<file path="src/design/ets2c_pkg.sv">
`timescale 1ns / 1ps
// ----------------------------------------------------------------------------
// ets2c_pkg
// Shared constants, types and tables of the epoch-to-calendar pipeline.
// ----------------------------------------------------------------------------
package ets2c_pkg;

  // Pipeline shape: three day-split stages, then six calendar stages
  localparam int unsigned SplitStages = 3;
  localparam int unsigned CalStages   = 6;
  localparam int unsigned NumStages   = SplitStages + CalStages;

  // Field widths
  localparam int unsigned EpochW  = 32;
  localparam int unsigned OffsetW = 17;
  localparam int unsigned SodW    = 17;  // second of day, 0..86399
  localparam int unsigned JdayW   = 20;  // shifted day number

  // Bias that lifts every offset sum to a non-negative multiple-of-day frame
  localparam logic [32:0] DayBias   = 33'd2147558400;  // 24856 days
  localparam logic [19:0] JdayShift = 20'd694613;      // 719469 - 24856

  // Reciprocals: floor(x / D) = (x * R) >> S, exact over the used range
  localparam logic [26:0] Recip675  = 27'd101806633;   // S = 36, x < 2^26
  localparam logic [15:0] Recip15   = 16'd34953;       // S = 19
  localparam logic [11:0] Recip60   = 12'd2185;        // S = 17
  localparam logic [20:0] Recip7    = 21'd1198373;     // S = 23
  localparam logic [17:0] Recip1461 = 18'd183735;      // S = 28
  localparam logic [10:0] Recip153  = 11'd1714;        // S = 18
  localparam logic [7:0]  Recip5    = 8'd205;          // S = 10

  // Century starts in quarter days (century = 146097 / 4 days), 19 and 20
  localparam logic [21:0] EraLo = 22'd2775843;  // 19 * 146097
  localparam logic [21:0] EraHi = 22'd2921940;  // 20 * 146097

  // Time of day
  typedef struct packed {
    logic [5:0] second;
    logic [5:0] minute;
    logic [4:0] hour;
  } tod_t;

  // Calendar date
  typedef struct packed {
    logic [2:0] weekday;
    logic [7:0] years_since_1900;
    logic [3:0] month;
    logic [4:0] day_of_month;
    logic [8:0] day_of_year;
  } date_t;

  // Days before the first of each month in a common year
  function automatic logic [8:0] month_start(input logic [3:0] month);
    logic [8:0] days;
    unique case (month)
      4'd0:    days = 9'd0;
      4'd1:    days = 9'd31;
      4'd2:    days = 9'd59;
      4'd3:    days = 9'd90;
      4'd4:    days = 9'd120;
      4'd5:    days = 9'd151;
      4'd6:    days = 9'd181;
      4'd7:    days = 9'd212;
      4'd8:    days = 9'd243;
      4'd9:    days = 9'd273;
      4'd10:   days = 9'd304;
      4'd11:   days = 9'd334;
      default: days = 9'd0;
    endcase
    return days;
  endfunction

endpackage

</file>
<file path="src/design/epoch_seconds_to_calendar.sv">
`timescale 1ns / 1ps
// ----------------------------------------------------------------------------
// epoch_seconds_to_calendar
// Converts signed Unix seconds plus a zone offset to a Gregorian calendar time.
// ----------------------------------------------------------------------------
// Usage:
//   Input channel: in_valid_i / in_stall_o with epoch_seconds_i. A transfer
//   happens on a rising edge with valid high and stall low.
//   Output channel: out_valid_o / out_stall_i with second_o .. day_of_year_o,
//   one result per input, in input order.
//   Configuration: cfg_we_i writes cfg_wdata_i into the zone offset (signed
//   seconds). Write it only while no item is in flight.
//   Stages: an input transfer passes through the nine register stages (day
//   split by reciprocal multiply, time-of-day split, era / year / month /
//   day reciprocal divisions) before out_valid_o rises.
//   Throughput: one item per cycle while in_stall_o is low. Empty stages fill
//   even while the output is stalled; in_stall_o rises only when every stage
//   holds an item and the receiver stalls. A stalled result holds its value.
//   Reset: rst_ni (async, active low) empties the pipeline and clears the
//   zone offset to 0. There is no clearing pass.
// ----------------------------------------------------------------------------
module epoch_seconds_to_calendar (
  input  logic                                 clk_i,
  input  logic                                 rst_ni,
  input  logic                                 cfg_we_i,
  input  logic signed [ets2c_pkg::OffsetW-1:0] cfg_wdata_i,
  input  logic                                 in_valid_i,
  output logic                                 in_stall_o,
  input  logic signed [ets2c_pkg::EpochW-1:0]  epoch_seconds_i,
  output logic                                 out_valid_o,
  input  logic                                 out_stall_i,
  output logic [5:0]                           second_o,
  output logic [5:0]                           minute_o,
  output logic [4:0]                           hour_o,
  output logic [2:0]                           weekday_o,
  output logic [7:0]                           years_since_1900_o,
  output logic [3:0]                           month_o,
  output logic [4:0]                           day_of_month_o,
  output logic [8:0]                           day_of_year_o
);

  logic signed [ets2c_pkg::OffsetW-1:0] zone_offset_q;
  logic [ets2c_pkg::NumStages-1:0]      load;
  logic [ets2c_pkg::SodW-1:0]           sod;
  logic [ets2c_pkg::JdayW-1:0]          jday;
  ets2c_pkg::tod_t                      tod;
  ets2c_pkg::date_t                     date;

  // Hold the zone offset register
  always_ff @(posedge clk_i or negedge rst_ni) begin
    if (!rst_ni) begin
      zone_offset_q <= '0;
    end else if (cfg_we_i) begin
      zone_offset_q <= cfg_wdata_i;
    end
  end

  ets2c_pipe_ctrl u_pipe_ctrl (
    .clk_i       (clk_i),
    .rst_ni      (rst_ni),
    .in_valid_i  (in_valid_i),
    .in_stall_o  (in_stall_o),
    .out_valid_o (out_valid_o),
    .out_stall_i (out_stall_i),
    .load_o      (load)
  );

  ets2c_day_split u_day_split (
    .clk_i           (clk_i),
    .ld_i            (load[ets2c_pkg::SplitStages-1:0]),
    .epoch_seconds_i (epoch_seconds_i),
    .zone_offset_i   (zone_offset_q),
    .sod_o           (sod),
    .jday_o          (jday)
  );

  ets2c_time_of_day u_time_of_day (
    .clk_i (clk_i),
    .ld_i  (load[ets2c_pkg::NumStages-1:ets2c_pkg::SplitStages]),
    .sod_i (sod),
    .tod_o (tod)
  );

  ets2c_civil_date u_civil_date (
    .clk_i  (clk_i),
    .ld_i   (load[ets2c_pkg::NumStages-1:ets2c_pkg::SplitStages]),
    .jday_i (jday),
    .date_o (date)
  );

  // Drive result fields from the last stage
  assign second_o           = tod.second;
  assign minute_o           = tod.minute;
  assign hour_o             = tod.hour;
  assign weekday_o          = date.weekday;
  assign years_since_1900_o = date.years_since_1900;
  assign month_o            = date.month;
  assign day_of_month_o     = date.day_of_month;
  assign day_of_year_o      = date.day_of_year;

endmodule

</file>
<file path="src/design/ets2c_pipe_ctrl.sv">
`timescale 1ns / 1ps
// ----------------------------------------------------------------------------
// ets2c_pipe_ctrl
// Valid bits and per-stage load enables of the pipeline; bubbles collapse.
// ----------------------------------------------------------------------------
module ets2c_pipe_ctrl (
  input  logic                               clk_i,
  input  logic                               rst_ni,
  input  logic                               in_valid_i,
  output logic                               in_stall_o,
  output logic                               out_valid_o,
  input  logic                               out_stall_i,
  output logic [ets2c_pkg::NumStages-1:0]    load_o
);

  logic [ets2c_pkg::NumStages-1:0] valid_q, valid_d;
  logic [ets2c_pkg::NumStages-1:0] vin;
  logic [ets2c_pkg::NumStages:0]   rdy;

  // A stage may take new data when empty or when its content moves on
  always_comb begin
    rdy[ets2c_pkg::NumStages] = !out_stall_i;
    for (int k = ets2c_pkg::NumStages - 1; k >= 0; k--) begin
      rdy[k] = !valid_q[k] || rdy[k+1];
    end
  end

  assign vin     = {valid_q[ets2c_pkg::NumStages-2:0], in_valid_i};
  assign load_o  = vin & rdy[ets2c_pkg::NumStages-1:0];
  assign valid_d = (rdy[ets2c_pkg::NumStages-1:0] & vin)
                 | (~rdy[ets2c_pkg::NumStages-1:0] & valid_q);

  // Advance valid bits with the data
  always_ff @(posedge clk_i or negedge rst_ni) begin
    if (!rst_ni) begin
      valid_q <= '0;
    end else begin
      valid_q <= valid_d;
    end
  end

  assign in_stall_o  = !rdy[0];
  assign out_valid_o = valid_q[ets2c_pkg::NumStages-1];

endmodule

</file>
<file path="src/design/ets2c_day_split.sv">
`timescale 1ns / 1ps
// ----------------------------------------------------------------------------
// ets2c_day_split
// Adds the zone offset and splits the time into day number and second of day.
// ----------------------------------------------------------------------------
module ets2c_day_split (
  input  logic                                 clk_i,
  input  logic [ets2c_pkg::SplitStages-1:0]    ld_i,
  input  logic signed [ets2c_pkg::EpochW-1:0]  epoch_seconds_i,
  input  logic signed [ets2c_pkg::OffsetW-1:0] zone_offset_i,
  output logic [ets2c_pkg::SodW-1:0]           sod_o,
  output logic [ets2c_pkg::JdayW-1:0]          jday_o
);

  logic [32:0] biased_d, biased_q;
  logic [32:0] biased1_q;
  logic [52:0] day_prod;
  logic [16:0] days_d, days_q;
  logic [26:0] days_x675;
  logic [25:0] rem_full;
  logic [ets2c_pkg::SodW-1:0]  sod_d, sod_q;
  logic [ets2c_pkg::JdayW-1:0] jday_d, jday_q;

  // Stage 0: exact sum plus bias, always non-negative in 33 bits
  assign biased_d = {epoch_seconds_i[31], epoch_seconds_i}
                  + {{16{zone_offset_i[16]}}, zone_offset_i}
                  + ets2c_pkg::DayBias;

  always_ff @(posedge clk_i) begin
    if (ld_i[0]) begin
      biased_q <= biased_d;
    end
  end

  // Stage 1: days = (biased >> 7) / 675 by reciprocal
  assign day_prod = 53'(biased_q[32:7]) * 53'(ets2c_pkg::Recip675);
  assign days_d   = day_prod[52:36];

  always_ff @(posedge clk_i) begin
    if (ld_i[1]) begin
      days_q    <= days_d;
      biased1_q <= biased_q;
    end
  end

  // Stage 2: remainder gives second of day; shift day number
  assign days_x675 = 27'(days_q) * 27'd675;
  assign rem_full  = biased1_q[32:7] - days_x675[25:0];
  assign sod_d     = {rem_full[9:0], biased1_q[6:0]};
  assign jday_d    = {3'b000, days_q} + ets2c_pkg::JdayShift;

  always_ff @(posedge clk_i) begin
    if (ld_i[2]) begin
      sod_q  <= sod_d;
      jday_q <= jday_d;
    end
  end

  assign sod_o  = sod_q;
  assign jday_o = jday_q;

endmodule

</file>
<file path="src/design/ets2c_time_of_day.sv">
`timescale 1ns / 1ps
// ----------------------------------------------------------------------------
// ets2c_time_of_day
// Splits the second of day into hour, minute and second, then aligns them.
// ----------------------------------------------------------------------------
module ets2c_time_of_day (
  input  logic                               clk_i,
  input  logic [ets2c_pkg::CalStages-1:0]    ld_i,
  input  logic [ets2c_pkg::SodW-1:0]         sod_i,
  output ets2c_pkg::tod_t                    tod_o
);

  logic [30:0] min_prod;
  logic [10:0] mins_d, mins0_q, mins1_q;
  logic [ets2c_pkg::SodW-1:0] sod0_q;
  logic [16:0] mins_x60;
  logic [22:0] hour_prod;
  logic [5:0]  sec_d;
  logic [4:0]  hour_d;
  logic [5:0]  sec1_q;
  logic [4:0]  hour1_q;
  logic [10:0] hour_x60;
  logic [5:0]  min_d;
  ets2c_pkg::tod_t tod2_q, tod3_q, tod4_q, tod5_q;

  // Stage 0: total minutes = (sod >> 2) / 15
  assign min_prod = 31'(sod_i[16:2]) * 31'(ets2c_pkg::Recip15);
  assign mins_d   = min_prod[29:19];

  always_ff @(posedge clk_i) begin
    if (ld_i[0]) begin
      mins0_q <= mins_d;
      sod0_q  <= sod_i;
    end
  end

  // Stage 1: seconds remainder and hour = minutes / 60
  assign mins_x60  = 17'(mins0_q) * 17'd60;
  assign sec_d     = 6'(sod0_q - mins_x60);
  assign hour_prod = 23'(mins0_q) * 23'(ets2c_pkg::Recip60);
  assign hour_d    = hour_prod[21:17];

  always_ff @(posedge clk_i) begin
    if (ld_i[1]) begin
      sec1_q  <= sec_d;
      hour1_q <= hour_d;
      mins1_q <= mins0_q;
    end
  end

  // Stage 2: minute of hour
  assign hour_x60 = 11'(hour1_q) * 11'd60;
  assign min_d    = 6'(mins1_q - hour_x60);

  always_ff @(posedge clk_i) begin
    if (ld_i[2]) begin
      tod2_q <= '{second: sec1_q, minute: min_d, hour: hour1_q};
    end
  end

  // Stages 3 to 5: hold alignment with the date path
  always_ff @(posedge clk_i) begin
    if (ld_i[3]) begin
      tod3_q <= tod2_q;
    end
    if (ld_i[4]) begin
      tod4_q <= tod3_q;
    end
    if (ld_i[5]) begin
      tod5_q <= tod4_q;
    end
  end

  assign tod_o = tod5_q;

endmodule

</file>
<file path="src/design/ets2c_civil_date.sv">
`timescale 1ns / 1ps
// ----------------------------------------------------------------------------
// ets2c_civil_date
// Turns the shifted day number into weekday, year, month, day and day of year.
// ----------------------------------------------------------------------------
module ets2c_civil_date (
  input  logic                               clk_i,
  input  logic [ets2c_pkg::CalStages-1:0]    ld_i,
  input  logic [ets2c_pkg::JdayW-1:0]        jday_i,
  output ets2c_pkg::date_t                   date_o
);

  // Weekday path
  logic [19:0] wk_x;
  logic [40:0] wk_prod;
  logic [19:0] wk_x0_q;
  logic [16:0] wk_q0_q;
  logic [19:0] wk_q7;
  logic [2:0]  wday_d;
  logic [2:0]  wday1_q, wday2_q, wday3_q, wday4_q;

  // Date path
  logic [21:0] era_a;
  logic        era_hi;
  logic [21:0] era_rem;
  logic [15:0] doe0_q;
  logic        hi0_q, hi1_q, hi2_q, hi3_q;
  logic [17:0] yoe_x;
  logic [35:0] yoe_prod;
  logic [17:0] x1_q;
  logic [6:0]  yoe1_q, yoe2_q, yoe3_q;
  logic [17:0] yoe_x1461;
  logic [10:0] doy_raw;
  logic [10:0] doy_p4;
  logic [8:0]  dn2_q;
  logic [10:0] mp_y;
  logic [21:0] mp_prod;
  logic [10:0] mp_y3_q;
  logic [3:0]  mp3_q;
  logic [10:0] mp_x153;
  logic [7:0]  d4_d;
  logic        carry;
  logic [3:0]  month_d;
  logic [6:0]  yoc;
  logic        leap_d;
  logic [7:0]  yrs_d;
  logic [7:0]  d4_4_q;
  logic [3:0]  month4_q;
  logic [7:0]  yrs4_q;
  logic        leap4_q;
  logic [7:0]  d5_x;
  logic [15:0] dom_prod;
  logic [4:0]  dom_d;
  logic [8:0]  yday_d;
  ets2c_pkg::date_t date5_q;

  // Stage 0: weekday quotient; era and day of era
  assign wk_x    = jday_i + 20'd2;
  assign wk_prod = 41'(wk_x) * 41'(ets2c_pkg::Recip7);
  assign era_a   = {jday_i, 2'b00} - 22'd1;
  assign era_hi  = era_a >= ets2c_pkg::EraHi;
  assign era_rem = era_a - (era_hi ? ets2c_pkg::EraHi : ets2c_pkg::EraLo);

  always_ff @(posedge clk_i) begin
    if (ld_i[0]) begin
      wk_x0_q <= wk_x;
      wk_q0_q <= wk_prod[39:23];
      doe0_q  <= era_rem[17:2];
      hi0_q   <= era_hi;
    end
  end

  // Stage 1: weekday remainder; year of era = (4d + 3) / 1461
  assign wk_q7    = 20'(wk_q0_q) * 20'd7;
  assign wday_d   = 3'(wk_x0_q - wk_q7);
  assign yoe_x    = {doe0_q, 2'b11};
  assign yoe_prod = 36'(yoe_x) * 36'(ets2c_pkg::Recip1461);

  always_ff @(posedge clk_i) begin
    if (ld_i[1]) begin
      wday1_q <= wday_d;
      x1_q    <= yoe_x;
      yoe1_q  <= yoe_prod[34:28];
      hi1_q   <= hi0_q;
    end
  end

  // Stage 2: day within the March-based year, from 1
  assign yoe_x1461 = 18'(yoe1_q) * 18'd1461;
  assign doy_raw   = 11'(x1_q - yoe_x1461);
  assign doy_p4    = doy_raw + 11'd4;

  always_ff @(posedge clk_i) begin
    if (ld_i[2]) begin
      wday2_q <= wday1_q;
      dn2_q   <= doy_p4[10:2];
      yoe2_q  <= yoe1_q;
      hi2_q   <= hi1_q;
    end
  end

  // Stage 3: month from March = (5d - 3) / 153
  assign mp_y    = 11'(dn2_q) * 11'd5 - 11'd3;
  assign mp_prod = 22'(mp_y) * 22'(ets2c_pkg::Recip153);

  always_ff @(posedge clk_i) begin
    if (ld_i[3]) begin
      wday3_q <= wday2_q;
      mp_y3_q <= mp_y;
      mp3_q   <= mp_prod[21:18];
      yoe3_q  <= yoe2_q;
      hi3_q   <= hi2_q;
    end
  end

  // Stage 4: month remainder, January-based month, year and leap flag
  assign mp_x153 = 11'(mp3_q) * 11'd153;
  assign d4_d    = 8'(mp_y3_q - mp_x153);
  assign carry   = mp3_q >= 4'd10;
  assign month_d = carry ? (mp3_q - 4'd10) : (mp3_q + 4'd2);
  assign yoc     = yoe3_q + 7'(carry);
  // Year is 100 * century + yoc with century 19 or 20; yoc may reach 100
  assign yrs_d   = (hi3_q ? 8'd100 : 8'd0) + 8'(yoc);

  always_comb begin
    if (yoc == 7'd0) begin
      leap_d = hi3_q;         // century year 2000 is leap, 1900 is not
    end else if (yoc == 7'd100) begin
      leap_d = !hi3_q;        // rolled into 2000 from the 1900s era
    end else begin
      leap_d = (yoc[1:0] == 2'b00);
    end
  end

  always_ff @(posedge clk_i) begin
    if (ld_i[4]) begin
      wday4_q  <= wday3_q;
      d4_4_q   <= d4_d;
      month4_q <= month_d;
      yrs4_q   <= yrs_d;
      leap4_q  <= leap_d;
    end
  end

  // Stage 5: day of month = (r + 5) / 5, then day of year
  assign d5_x     = d4_4_q + 8'd5;
  assign dom_prod = 16'(d5_x) * 16'(ets2c_pkg::Recip5);
  assign dom_d    = dom_prod[14:10];
  assign yday_d   = 9'(dom_d) - 9'd1 + ets2c_pkg::month_start(month4_q)
                  + 9'(leap4_q && (month4_q > 4'd1));

  always_ff @(posedge clk_i) begin
    if (ld_i[5]) begin
      date5_q <= '{weekday:          wday4_q,
                   years_since_1900: yrs4_q,
                   month:            month4_q,
                   day_of_month:     dom_d,
                   day_of_year:      yday_d};
    end
  end

  assign date_o = date5_q;

endmodule

</file>
<file path="config.mk">
export PLATFORM = sky130hd
export DESIGN_NAME = epoch_seconds_to_calendar
export DESIGN_NICKNAME = d
export VERILOG_FILES = /design/src/design/ets2c_pkg.sv /design/src/design/epoch_seconds_to_calendar.sv /design/src/design/ets2c_pipe_ctrl.sv /design/src/design/ets2c_day_split.sv /design/src/design/ets2c_time_of_day.sv /design/src/design/ets2c_civil_date.sv
export SDC_FILE = /design/constraint.sdc
export NUM_CORES = 2
export LEC_CHECK = 0
export BUFFER_PORTS_ARGS = -buffer_cell sky130_fd_sc_hd__buf_2
export CAP_MARGIN = 20
export CELL_PAD_IN_SITES_DETAIL_PLACEMENT = 2
export CELL_PAD_IN_SITES_GLOBAL_PLACEMENT = 2
export CORE_UTILIZATION = 25
export DETAILED_ROUTE_END_ITERATION = 8
export PLACE_DENSITY = 0.59
export REMOVE_ABC_BUFFERS = 1
export SETUP_SLACK_MARGIN = 0.2
export SLEW_MARGIN = 30
export SYNTH_ARGS = -nofsm -noshare
export SYNTH_HDL_FRONTEND = slang
export SYNTH_SLANG_ARGS = --single-unit
</file>
<file path="constraint.sdc">
create_clock -name clk_i -period 15.7 [get_ports clk_i]
set_clock_uncertainty 0.05 [all_clocks]
set_input_delay 1.57 -clock clk_i [delete_from_list [all_inputs] [get_ports clk_i]]
set_output_delay 1.57 -clock clk_i [all_outputs]
set_load 0.03 [all_outputs]
</file>
==> impl.org <==
** Worst hold path
- Worst Hold Launch :: u_time_of_day.sec1_q[0]
- Type of the worst min-delay path :: reg -> reg

** Detailed routing
- Total via count after detailed routing :: roughly 28000
- After detailed routing, the total wire length is 116000 um.
- The first detailed-routing pass ran for 4 iterations.
- In the detailed route, the total length drawn on met2 is just over 60000 um.
- For this run, design rule violations remaining after detail routing come to 0.
- DR WL met3 :: between 2000 and 2500 um
- Routed signal wires occupy layers up through met5.
- Routed wire length per instance :: about 18 um
- For this block, wires on met1 add up to between 50000 and 60000 um.
- After detailed routing, the number of vias per cell comes to roughly 4.3.
- The detailed router finished its first iteration with 651 violations.
- The count of nets left with antenna violations once routing finished came out at 0.

** Synthesis
- In this run, distinct cell masters in the synthesized netlist total between 60 and 70.
- Among all flip-flop cells after synthesis, the most frequent one is sky130_fd_sc_hd__edfxtp_1.
- The synthesized design contains between 300 and 400 register bits.
- The share of the Yosys chip area taken by registers is between 20% and 30%.
- Gate count after technology mapping :: around 4000
- Cell area after technology mapping :: 44200 um^2
- Number of synthesis warnings :: 0
- Averaged over all synthesized cells, the footprint is 11.2 um^2.
- Yosys mapped a number of flops with a built-in enable equal to about 340.
- Counting flops with an async set or reset pin after synthesis yields a share of under 10%.

** Clock network
- After clock tree synthesis, the repair step resized 0 gates.
- In this run the clock root is driven by a sky130_fd_sc_hd__clkbuf_16.
- TritonCTS built the clock tree.
- Clock-pin slew was measured on the worst setup and hold paths at approximately 0.06 ns.
- Source-to-sink clock delay at the later pin of the worst-skew pair :: about 0.65 ns
- TritonCTS Sinks :: approximately 380
- After clock tree synthesis, the flow added hold-fix buffers numbering 0.
- The number of clock buffers added by TritonCTS is 50.
- Setup Buffers After CTS :: 0
- CTS Buffer Depth :: 3
- The clock tree synthesis step divided the H-tree into 2 levels.

** Finish
- Of the cells placed in the final design, the portion with a size suffix greater than 1 is approximately 5.7%.
- Final standard cell count with taps included and fillers excluded :: 6471
- In the layout the commonest cells are 974 x sky130_fd_sc_hd__inv_1, 956 x sky130_fd_sc_hd__ha_1, 499 x sky130_fd_sc_hd__fa_1.
- Cell area after layout :: about 49000 um^2
- Fill cells in the final layout number about 19000.
- Leaving out fill and tap cells, the most frequent cell in the layout is sky130_fd_sc_hd__inv_1.
- From synthesis to final layout, the design area changed by 11.9%.
- Final Net Count :: 5612

** Setup path
- Most repeated library cell on the critical path :: sky130_fd_sc_hd__inv_1
- In this design, the stage delay of the slowest critical-path cell is around 0.54 ns.
- Along the worst path, the maximum fanout reaches 5.
- Worst EP required :: about 16 ns
- For the worst setup path, the data arrival time is between 8 and 9 ns.
- Source of the critical timing path :: u_civil_date.d4_4_q[0]
- The worst register-to-register path begins at u_civil_date.d4_4_q[0].
- Startpoint class of the critical path :: flop
- Path type of the worst setup path :: reg -> reg
- The worst setup path is captured at a flop.
- Standard cell with the maximum stage delay on the critical path :: sky130_fd_sc_hd__fa_1

** Floorplan
- Overall die height :: between 400 and 500 um
- Ports placed on the boundary :: slightly above 100
- The floorplan step defined a die boundary enclosing 178000 um^2.
- The region available for standard cell placement spans 175000 um^2.
- Core Rows :: approximately 150
- DIE WIDTH :: 422 um
- Starting density of the core :: between 20 and 30%

** GRT
- All-layer global routing usage :: a little over an eighth
- Vias in the first global route :: between 30000 and 40000
- Overflow after GRT :: 0
- Number of antenna violations at the first check in global routing :: 5
- Wire length of the first global-routing pass :: between 150000 and 200000 um
- Pin count of the biggest net entering global routing :: 47

** Timing
- Max Transition Viols Final :: 0
- Final hold violation count :: 0
- The final critical path takes up a little over half of the cycle.
- Worst slew pin tran :: a little over 0.9 ns
- The worst pin sits at a relative slew slack of between 30% and 40%.
- Final min period :: between 8 and 9 ns
- Final number of setup-violating endpoints :: 0
- Static timing analysis puts the maximum clock frequency at 122 MHz.
- Setup repair after global routing left no endpoint under its margin.
- In the final timing run, aggregate negative setup slack is 0 ns.
- Smallest hold slack :: between 0.3 and 0.4 ns

** Place
- Port buffer count :: 101
- After detailed placement, the total cell area comes to about 48000 um^2.
- Including well taps, the total number of placed cells is about 6400.
- DP Wirelength :: 98500 um
- Placer Congestion :: between 0.7 and 0.8

** Job
- Max-capacitance violation count :: 0

** Run status
- Run status :: complete, no violations
## stage by stage
step / setup slack [ns] / util (%)
global placement: 7.70 / 27.3
global route: 6.90 / 28.3
finish: 7.48 / 28.3
floorplan: 8.36 / -
CTS: 7.39 / 28.3
detailed placement: 7.48 / 27.3
## state kept, by name, indices dropped and copies added (netlist names), 8 cells and up, named ones only
| signal | cells |
|---|---|
| u_time_of_day.tod3_q | 17 |
| u_time_of_day.tod_o | 17 |
| zone_offset_q | 17 |
| u_civil_date.date_o | 29 |
| u_day_split.biased_q | 33 |
| u_civil_date.yrs4_q | 8 |
| u_day_split.jday_o | 19 |
| u_day_split.sod_o | 17 |
| u_civil_date.d4_4_q | 8 |
| u_day_split.days_q | 17 |
| u_civil_date.dn2_q | 9 |
| u_time_of_day.tod2_q | 17 |
| u_day_split.biased1_q | 17 |
| u_time_of_day.tod4_q | 17 |
| u_time_of_day.mins0_q | 11 |
| u_civil_date.mp_y3_q | 8 |
| u_civil_date.x1_q | 9 |
| u_civil_date.doe0_q | 16 |
## worst max-delay path, delay by kind of cell, from the launching register on
family / cells / cell delay [ns]
buffers and inverters: 6 / 0.44
xor gates and xnor gates: 5 / 0.90
DFF: 1 / 0.47
AOI/OAI and AO/OA: 9 / 1.93
and+or+nand+nor: 5 / 1.09
adders and majority gates: 7 / 2.77
muxes: 1 / 0.28
## layout make-up
type | instances | area (um^2) | share of cell area [%]
Multi-Input combinational cell | 2583 | 29300 | 59.4
Tap cell | 2325 | 2910 | 5.89
Clock inverter | 38 | 428 | 0.866
Sequential cell | 379 | 11200 | 22.6
Antenna cell | 1 | 2.50 | 0.00507
Clock buffer | 56 | 1270 | 2.58
Inverter | 975 | 3660 | 7.41
Timing Repair Buffer | 114 | 626 | 1.27
## synthesized netlist by cell type, drive strengths merged, types with 32 or more instances
cell type  number  area, um^2
xor2           76         666
ha            956       12000
inv           974        3660
nand2         106         398
nor3           32         160
nor2           97         364
edfxtp        344       10300
fa            499        9990
a21oi         125         626
o21ai          83         415
xnor2         190        1660
nand3          37         185
a21o           55         413
## kinds of logic (layout without fill, tap and decap cells)
logic type | count (synthesis) | in the layout | synth area share (%)
buffers and inverters | 990 | 1183 | 8.42
xor gates and xnor gates | 266 | 266 | 5.28
AOI/OAI and AO/OA | 422 | 422 | 6.11
other | 0 | 1 | 0
and+or+nand+nor | 419 | 419 | 4.68
DFF | 379 | 379 | 25.3
adders and majority gates | 1455 | 1455 | 49.7
muxes | 21 | 21 | 0.527
## routing by layer
| layer | vias to the layer above | global-route usage, % |
|---|---|---|
| met4 | 2 | 2.97 |
| met2 | 185 | 24.8 |
| met5 | - | 0 |
| li1 | 13300 | - |
| met3 | 110 | 1.29 |
| met1 | 14100 | 16.2 |
## final timing paths
| check | to | slack [ns] | cells past startpoint |
|---|---|---|---|
| setup / recovery | u_civil_date.date_o[8] | 7.48 | 33 |
| hold / removal | u_time_of_day.tod2_q[11] | 0.36 | 0 |
| setup reg to reg | u_civil_date.date_o[8] | 7.48 | 33 |
| hold reg to reg | u_time_of_day.tod2_q[11] | 0.36 | 0 |
| max in group asynchronous | zone_offset_q[1] | 14.29 | 1 |
| min in group asynchronous | zone_offset_q[16] | 0.86 | 1 |
Power is left out: the tool's default activity adds up to more than one toggle a clock period on the data nets, which glitch-free logic cannot reach.
